**src/design/rwd_pkg.sv**
```systemverilog
package rwd_pkg;

    localparam int unsigned WordWidth = 32;
    localparam int unsigned OutDataWidth = 152;

    typedef enum logic [2:0] {
        KIND_BLKHDR  = 3'd0,
        KIND_BLKTLR  = 3'd1,
        KIND_EVTHDR  = 3'd2,
        KIND_STAMP   = 3'd3,
        KIND_HIT     = 3'd4,
        KIND_INVALID = 3'd5,
        KIND_TYPEERR = 3'd6
    } kind_t;

    localparam logic [3:0] TYPE_BLKHDR  = 4'h0;
    localparam logic [3:0] TYPE_BLKTLR  = 4'h1;
    localparam logic [3:0] TYPE_EVTHDR  = 4'h2;
    localparam logic [3:0] TYPE_TRIGTM  = 4'h3;
    localparam logic [3:0] TYPE_HIT     = 4'h8;
    localparam logic [3:0] TYPE_INVALID = 4'hE;
    localparam logic [3:0] TYPE_FILLER  = 4'hF;

    typedef struct packed {
        logic        stamp_pending;
        logic [23:0] stamp_high;
        logic [4:0]  current_slot;
        logic        event_stopped;
    } rwd_state_t;

    typedef struct packed {
        kind_t       kind;
        logic [4:0]  slot;
        logic [6:0]  channel;
        logic [15:0] tdc;
        logic [26:0] event_number;
        logic [10:0] event_count;
        logic [10:0] block_number;
        logic [21:0] word_count;
        logic [47:0] timestamp;
    } rwd_result_t;

endpackage

```
**src/design/rwd_decode.sv**
```systemverilog
module rwd_decode (
    input  logic [rwd_pkg::WordWidth-1:0] data_word,
    input  logic                          event_start,
    input  rwd_pkg::rwd_state_t           state_cur,
    output rwd_pkg::rwd_state_t           state_next,
    output rwd_pkg::rwd_result_t          result,
    output logic                          has_result
);
    import rwd_pkg::*;

    logic       pending_eff;
    logic       stopped_eff;
    logic [3:0] word_type;

    assign pending_eff = state_cur.stamp_pending & ~event_start;
    assign stopped_eff = state_cur.event_stopped & ~event_start;
    assign word_type   = data_word[30:27];

    always_comb begin
        state_next               = state_cur;
        state_next.stamp_pending = pending_eff;
        state_next.event_stopped = stopped_eff;
        result                   = '0;
        has_result               = 1'b0;
        if (stopped_eff) begin
            has_result = 1'b0;
        end else if (pending_eff) begin
            state_next.stamp_pending = 1'b0;
            has_result               = 1'b1;
            result.kind              = KIND_STAMP;
            result.timestamp         = {state_cur.stamp_high, data_word[23:0]};
        end else if (data_word[31]) begin
            unique case (word_type)
                TYPE_BLKHDR: begin
                    state_next.current_slot = data_word[26:22];
                    has_result              = 1'b1;
                    result.kind             = KIND_BLKHDR;
                    result.slot             = data_word[26:22];
                    result.event_count      = data_word[21:11];
                    result.block_number     = data_word[10:0];
                end
                TYPE_BLKTLR: begin
                    has_result        = 1'b1;
                    result.kind       = KIND_BLKTLR;
                    result.slot       = data_word[26:22];
                    result.word_count = data_word[21:0];
                end
                TYPE_EVTHDR: begin
                    has_result          = 1'b1;
                    result.kind         = KIND_EVTHDR;
                    result.event_number = data_word[26:0];
                end
                TYPE_TRIGTM: begin
                    state_next.stamp_high    = data_word[23:0];
                    state_next.stamp_pending = 1'b1;
                end
                TYPE_HIT: begin
                    has_result     = 1'b1;
                    result.kind    = KIND_HIT;
                    result.slot    = state_cur.current_slot;
                    result.channel = data_word[22:16];
                    result.tdc     = data_word[15:0];
                end
                TYPE_INVALID: begin
                    state_next.event_stopped = 1'b1;
                    has_result               = 1'b1;
                    result.kind              = KIND_INVALID;
                end
                TYPE_FILLER: begin
                    has_result = 1'b0;
                end
                default: begin
                    state_next.event_stopped = 1'b1;
                    has_result               = 1'b1;
                    result.kind              = KIND_TYPEERR;
                end
            endcase
        end
    end

endmodule

```
**src/design/readout_word_decoder.sv**
```systemverilog
// channel | dir | tdata                                   | tuser
// s_      | in  | data_word[31:0]                         | event_start
// m_      | out | slot,channel,tdc,event_number,          | kind[2:0]
//         |     | event_count,block_number,word_count,    |
//         |     | timestamp (zero pad to 152 bits)        |
// One word per cycle sustained while m_ is not stalled; a taken word passes the input register,
// then the decode logic, then the result register.
// Reset clears the decode state and both valid flags.
// A stall on m_ holds the result register; words that give no result still drain.
module readout_word_decoder (
    input  logic                             aclk,
    input  logic                             aresetn,
    input  logic                             s_tvalid,
    output logic                             s_tready,
    input  logic [rwd_pkg::WordWidth-1:0]    s_tdata,  // data_word[31:0]
    input  logic [0:0]                       s_tuser,  // event_start
    output logic                             m_tvalid,
    input  logic                             m_tready,
    // slot[4:0] channel[11:5] tdc[27:12] event_number[54:28] event_count[65:55]
    // block_number[76:66] word_count[98:77] timestamp[146:99] zero[151:147]
    output logic [rwd_pkg::OutDataWidth-1:0] m_tdata,
    output logic [2:0]                       m_tuser   // kind[2:0]
);
    import rwd_pkg::*;

    logic                 in_valid_reg;
    logic                 in_valid_next;
    logic [WordWidth-1:0] in_word_reg;
    logic                 in_start_reg;
    rwd_state_t           state_reg;
    rwd_state_t           state_next;
    rwd_result_t          dec_result;
    logic                 dec_has;
    logic                 out_valid_reg;
    logic                 out_valid_next;
    rwd_result_t          out_result_reg;
    logic                 out_free;
    logic                 in_moves;
    logic                 out_load;

    rwd_decode u_decode (
        .data_word   (in_word_reg),
        .event_start (in_start_reg),
        .state_cur   (state_reg),
        .state_next  (state_next),
        .result      (dec_result),
        .has_result  (dec_has)
    );

    assign out_free = ~out_valid_reg | m_tready;
    assign in_moves = in_valid_reg & (~dec_has | out_free);
    assign out_load = in_moves & dec_has;
    assign s_tready = ~in_valid_reg | in_moves;

    always_comb begin
        in_valid_next = in_valid_reg;
        if (s_tvalid && s_tready) begin
            in_valid_next = 1'b1;
        end else if (in_moves) begin
            in_valid_next = 1'b0;
        end
        out_valid_next = out_valid_reg;
        if (out_load) begin
            out_valid_next = 1'b1;
        end else if (m_tready) begin
            out_valid_next = 1'b0;
        end
    end

    always_ff @(posedge aclk) begin
        if (!aresetn) begin
            in_valid_reg  <= 1'b0;
            out_valid_reg <= 1'b0;
            state_reg     <= '0;
        end else begin
            in_valid_reg  <= in_valid_next;
            out_valid_reg <= out_valid_next;
            if (in_moves) begin
                state_reg <= state_next;
            end
        end
    end

    always_ff @(posedge aclk) begin
        if (s_tvalid && s_tready) begin
            in_word_reg  <= s_tdata;
            in_start_reg <= s_tuser[0];
        end
        if (out_load) begin
            out_result_reg <= dec_result;
        end
    end

    assign m_tvalid = out_valid_reg;
    assign m_tuser  = out_result_reg.kind;
    assign m_tdata  = {5'd0,
                       out_result_reg.timestamp,
                       out_result_reg.word_count,
                       out_result_reg.block_number,
                       out_result_reg.event_count,
                       out_result_reg.event_number,
                       out_result_reg.tdc,
                       out_result_reg.channel,
                       out_result_reg.slot};

`ifndef ASSERT_OFF
    a_reset_clears_out: assert property (@(posedge aclk)
        !aresetn |=> !m_tvalid)
        else $error("result valid after reset");

    a_stamp_only_stamp: assert property (@(posedge aclk) disable iff (!aresetn)
        (m_tvalid && m_tuser != KIND_STAMP) |-> (out_result_reg.timestamp == 48'd0))
        else $error("timestamp set on non-timestamp result");

    a_stamp_consumed: assert property (@(posedge aclk) disable iff (!aresetn)
        (in_moves && state_reg.stamp_pending && !in_start_reg && !state_reg.event_stopped)
        |=> (!state_reg.stamp_pending && out_valid_reg
             && out_result_reg.kind == KIND_STAMP))
        else $error("pending stamp not delivered");

    a_stopped_silent: assert property (@(posedge aclk) disable iff (!aresetn)
        (in_valid_reg && state_reg.event_stopped && !in_start_reg) |-> !dec_has)
        else $error("result from stopped event");
`endif

endmodule
```
**config.mk**
```make
export PLATFORM = sky130hd
export DESIGN_NAME = readout_word_decoder
export DESIGN_NICKNAME = d
export VERILOG_FILES = /design/src/design/rwd_pkg.sv /design/src/design/rwd_decode.sv /design/src/design/readout_word_decoder.sv
export SDC_FILE = /design/constraint.sdc
export NUM_CORES = 1
export LEC_CHECK = 0
export BUFFER_PORTS_ARGS = -buffer_cell sky130_fd_sc_hd__buf_4
export CAP_MARGIN = 20
export CORE_AREA = 2 2 138 140
export DETAILED_ROUTE_END_ITERATION = 12
export DIE_AREA = 0 0 140 142
export GPL_TIMING_DRIVEN = 0
export PLACE_DENSITY = 0.65
export SLEW_MARGIN = 10
export SYNTH_ARGS = -nofsm -noshare
export SYNTH_HDL_FRONTEND = slang
export SYNTH_SLANG_ARGS = --single-unit
```
**constraint.sdc**
```tcl
create_clock -name aclk -period 20 [get_ports aclk]
set_input_delay 3 -clock aclk [delete_from_list [all_inputs] [get_ports aclk]]
set_output_delay 3 -clock aclk [all_outputs]
set_load 0.02 [all_outputs]
```
* Yosys cells after proc, flatten, opt, wreduce, memory -nomap -nowiden *
Index checks and enable logic that the tools add are counted.

storage, ports and cells
  bits in registers = 216
  latch bits = 0
  bits in writable memories = 0
  bits in read-only memories = 0
  input bits = 37
  output and inout port bits = 157
  word-level logic and storage cells = 81
  memories = 0

cells by class
  add/sub/neg operators = 0
  multipliers = 0
  div/mod/pow operators = 0
  magnitude comparators = 0
  eq/ne operators = 6
  shifts and indexed selects = 0
  multiplexer cells = 23
  bitwise operators = 18
  reductions and logical operators = 16

operators by type and width
  operator              number
  $mux W101             1
  $mux W31              2
  $mux W22              2
  $mux W30              1
  $mux W27              1
  $mux W25              1
  $mux W23              1
  $reduce_or A4 Y1      4
  $pmux W3 S5           1
  $eq A4 B4 Y1 const B  3
  $not A1 Y1            11
  $mux W1               10
  $pmux W5 S2           1
  $reduce_and A5 Y1     2
  $eq A4 B2 Y1 const B  2
  $reduce_or A2 Y1      3
  $reduce_or A3 Y1      2
  $reduce_or A6 Y1      1
  $mux W5               1
  $and A1 B1 Y1         4
  $eq A4 B1 Y1 const B  1
  $logic_not A4 Y1      1
  $reduce_bool A2 Y1    2
  $or A1 B1 Y1          3
  other kinds (2)       2

* Longest topological paths before layout *
  depth in word-level cells = 12
  depth in mapped cells = 6
  depth with buffers taken out = 4

* Modules after synthesis *
Synthesis repeated with hierarchy kept, for this count alone.

second synthesis, totals
  cell total of the unflattened synthesis = 568
  area, all modules = 8475.6 um^2

modules (own cells, without submodules)
  module                instances  cells each  area each (um^2)
  readout_word_decoder  1          334         6877.8
  rwd_decode            1          234         1597.8

* Worst setup path after synthesis *
No wires, ideal clock.

  path type = input to register
  start = input port m_tready
  end = register out_result_reg, in the netlist m_tdata[0], enable pin
  library setup time = 0.902 ns
  data arrival time = 14.454 ns
  data required time = 19.098 ns
  setup slack = 4.644 ns
  stages on the path = 3
  path buffers = 0
  cells stage by stage = nand2b_1 nor3_1 a221oi_1

between the ends
  longest elaborated chain between the ends = 4

ends and longest elaborated chain
  item                  RTL line                    source
  start, declared       readout_word_decoder.sv:18  input logic m_tready,
  $or A1 B1 Y1          readout_word_decoder.sv:50  assign out_free = ~out_valid_reg | m_tready;
  $or A1 B1 Y1          readout_word_decoder.sv:51  assign in_moves = in_valid_reg & (~dec_has | out_free);
  $and A1 B1 Y1         readout_word_decoder.sv:51
  $and A1 B1 Y1         readout_word_decoder.sv:52  assign out_load = in_moves & dec_has;
  via out_load          readout_word_decoder.sv:39  logic out_load;
  end signal, assigned  readout_word_decoder.sv:90  out_result_reg <= dec_result;
  end, declared         readout_word_decoder.sv:36  rwd_result_t out_result_reg;

The timed path passes the listed nets, and every way through them passes these cells.
A chain may end at the register's enable or synchronous reset.

* Final worst setup path *
  start = input port m_tready
  end = output port s_tready

between the ends
  longest elaborated chain between the ends = 4

ends and longest elaborated chain
  item           RTL line                    source
  $or A1 B1 Y1   readout_word_decoder.sv:50
  $or A1 B1 Y1   readout_word_decoder.sv:51
  $and A1 B1 Y1  readout_word_decoder.sv:51
  $or A1 B1 Y1   readout_word_decoder.sv:53  assign s_tready = ~in_valid_reg | in_moves;
  end, declared  readout_word_decoder.sv:14  output logic s_tready,

Every way passes these cells.

==> metrics.md <==
| Metric | Value |
|---|---|
| Outcome | `complete, but fails checks` |
| Failing checks | `design-rule violations` |
| Yosys cell types | `41` |
| Top-area cell type share of the netlist area | `67.4%` |
| CP max-delay cell | `clkbuf_1` |
| Top cells by count, synth | `edfxtp_1 (183), and2_1 (142), nand2_1 (63), dfxtp_1 (33), mux2i_1 (29)` |
| Drt drc | `16` |
| Final Wtd Congestion | `roughly 0.82` |
| Root Buffer | `clkbuf_16` |
| Comb power frac | `about 4.6%` |
| First-pass GRT wire length | `26400 um` |
| Crit Path Category | `input pin to output pin` |
| CTS sink cnt | `between 200 and 250` |
| Clock network fraction of total power | `a little over two fifths` |
| Post-layout util | `between 50 and 60%` |
| Top FF cell, synth | `edfxtp_1` |
| Hold-fix buffers, CTS | `0` |
| Pleak | `4.35 nW` |
| Crit path cell chain | `buf_4 -> nor2b_1 -> clkbuf_1 -> nand2_1 -> a21oi_1 -> inv_1 -> buf_4` |
| N_diodes | `0` |
| FFs w/ async S/R, synth | `0%` |
| Switching Share | `around 21%` |
| Chip Width | `approximately 140 um` |
| Worst vdd ir | `roughly 0.056 mV` |
| Final setup vio count | `0` |
| Setup TNS | `0 ns` |
| IO Pins | `~190` |
| Net Sw Power | `about 0.20 mW` |
| Mapped Area | `8160 um2` |
| Nets@finish | `799` |
| Worst slew pin tran | `approximately 1.1 ns` |
| Grt ovf | `0` |
| Critical path fanouts, max | `7` |
| Ranking of synthesized cells by area | `edfxtp_1 (67%), and2_1 (11%), dfxtp_1 (8.1%)` |
| DR vias | `about 4800` |
| Critical Path Start | `m_tready` |
| Max-Cap Viols | `0` |
| Row count | `50` |
| Slew headroom | `just under 30%` |
| Antenna Nets Post-Route | `0` |
| Hold Path Class | `register to register` |
| H-tree depth | `1` |
| Post-CTS Setup Bufs | `0` |
| Crit-path max cell delay | `0.38 ns` |
| Area growth, synth to finish | `32.6%` |
| Max reg flops | `about 150` |
| Fraction of layout cells with a size suffix above 1 | `32.8%` |
| Count leader, synth | `edfxtp_1` |
| Min Tclk post-route | `slightly above 7 ns` |
| Worst Setup EP | `s_tready` |
| Starting Density | `between 40% and 50%` |
| Worst path required time | `around 17 ns` |
| Post-cts sizing count | `0` |
| Pwr dens | `roughly 88 nW/um2` |
| CTS clk-pin slew, worst paths | `approximately 0.060 ns` |
| Initial antenna violation count | `0` |
| Startpoint types | `input pin` |
| Clock Path Buffers | `3` |
| Mapped Cells | `535` |
| Final slew viol count | `0` |
| DR WL/cell | `between 15 and 20 um` |
| #FFs+latches synth | `216` |
| Die footprint | `around 20000 um2` |
| Largest net degree at the start of global routing | `21` |
| Vias in the first global route | `between 4000 and 5000` |
| Worst EP arrival | `about 4.2 ns` |
| Pre-Repair DR Iteration Count | `9` |
| RSZ-0062 raised after global routing | `false` |
| Final Hold Fails | `0` |
| Leading area contributor after synthesis | `edfxtp_1` |
| GR Util All Layers | `between 10% and 20%` |
| Drt total wl | `between 15000 and 20000 um` |
| Worst r2r path cells | `9` |
| Final HPWL DP | `between 10000 and 15000 um` |
| Warnings from Yosys | `0` |
| Post-synth EDFFs | `183` |
| Iter 0 DRT Violations | `between 200 and 300` |
| Vias/cell | `approximately 4.8` |
| Cts bufs inserted | `22` |
| Reg2reg start | `in_word_reg[30]` |
| IO Port Bufs | `187` |
| R2r setup slk | `between 15 and 20 ns` |
| Clk_skew | `about 0.012 ns` |
| Seq pwr share | `52.7%` |
| RR Endpoint | `m_tdata[38]` |
| Max Fclk | `138 MHz` |
| CP dominant cell by count | `buf_4` |
| Die height | `between 100 and 150 um` |
| Core Region | `~18000 um2` |
| Clk_lat worst skew | `between 0.4 and 0.5 ns` |
| Post-synthesis sequential area ratio | `between 70% and 80%` |
| Final period utilization | `36.2%` |
| Fill cell count | `1454` |
| TritonCTS clock tree | `yes` |
| Internal power | `between 0.7 and 0.8 mW` |
| Mean Syn Cell Area | `roughly 15 um2` |
| CP Capture Type | `output pin` |
-- power groups by stage --
| stage | sequential, mW | combinational (mW) | clock (mW) |
|---|---|---|---|
| after floorplan | 0.520 | 0.0167 | 0 |
| after global placement | 0.519 | 0.0389 | 0 |
| after detailed placement | 0.512 | 0.0439 | 0 |
| after CTS | 0.502 | 0.0441 | 0.417 |
| after global routing | 0.503 | 0.0468 | 0.434 |
| final | 0.502 | 0.0437 | 0.407 |
-- how the worst min path moves through the flow --
stage	slack [ns]	to	cells after the start	startpoint
global route	0.47	state_reg[18]	2	state_reg[18]
global placement	0.44	state_reg[16]	2	state_reg[16]
detailed placement	0.44	state_reg[12]	2	state_reg[12]
finish	0.45	state_reg[12]	2	state_reg[12]
CTS	0.45	state_reg[12]	2	state_reg[12]
floorplan	0.43	state_reg[10]	2	state_reg[10]
-- placed cells by master, fill, tap and decap left out, types with 2 or more instances in the layout --
cell type,n
nor3_1,4
a2111oi_4,2
and2_1,142
buf_16,2
clkbuf_16,23
nor3b_1,2
o21a_1,2
bufinv_16,2
a22o_1,5
clkinv_4,3
nand2b_1,3
conb_1,5
nor2_1,3
buf_4,192
buf_8,8
clkbuf_1,26
nand2_1,63
mux2i_1,29
buf_6,4
edfxtp_1,183
a21oi_1,3
dfxtp_1,33
a211oi_1,2
inv_1,5
clkinv_2,5
-- area by class of cell --
cell class              count  area, um2  share of cell area [%]
flip-flops and latches    216       6160                    56.9
clock inverters            12        128                    1.18
well taps                 234        293                    2.71
multi-input cells         288       1870                    17.3
inverters                   5       18.8                   0.173
plain buffers              30        154                    1.42
repair buffers            199       1600                    14.8
clock buffers              28        604                    5.59
-- per-layer routing --
layer / track usage, % / routed length [um] / vias to the layer above
met5: 0 / 0 / -
met4: 6.70 / 567 / 0
met3: 3.06 / 1060 / 40
met2: 29.7 / 8580 / 169
met1: 22.0 / 7280 / 2305
li1: - / - / 2326
-- worst max-delay path: cells and delay by family --
kind                   cells  cell delay (ns)
AO/OA/AOI/OAI              1             0.32
buffers and inverters      4             0.73
AND/OR/NAND/NOR            2             0.18
-- metrics by stage --
step | hold slack (ns) | power, mW | worst slack, ns | cells | instance area [um2]
floorplan | 0.430 | 0.537 | 4.64 | 539 | 8170
global placement | 0.437 | 0.557 | 0.387 | 960 | 9870
detailed placement | 0.443 | 0.556 | 12.75 | 971 | 10100
CTS | 0.453 | 0.963 | 12.75 | 1011 | 10800
global route | 0.467 | 0.984 | 12.62 | 1012 | 10800
finish | 0.450 | 0.953 | 12.76 | 1012 | 10800
-- logic make-up after synthesis --
| kind of cell | Yosys count | synth area share, % |
|---|---|---|
| multiplexers | 29 | 3.56 |
| XOR/XNOR | 1 | 0.199 |
| buffers and inverters | 35 | 2.12 |
| flip-flops | 216 | 75.5 |
| AND/OR/NAND/NOR | 227 | 15.6 |
| other | 1 | 0.0460 |
| AO/OA/AOI/OAI | 26 | 3.02 |
No activity file was read; power rests on OpenSTA's default activity.
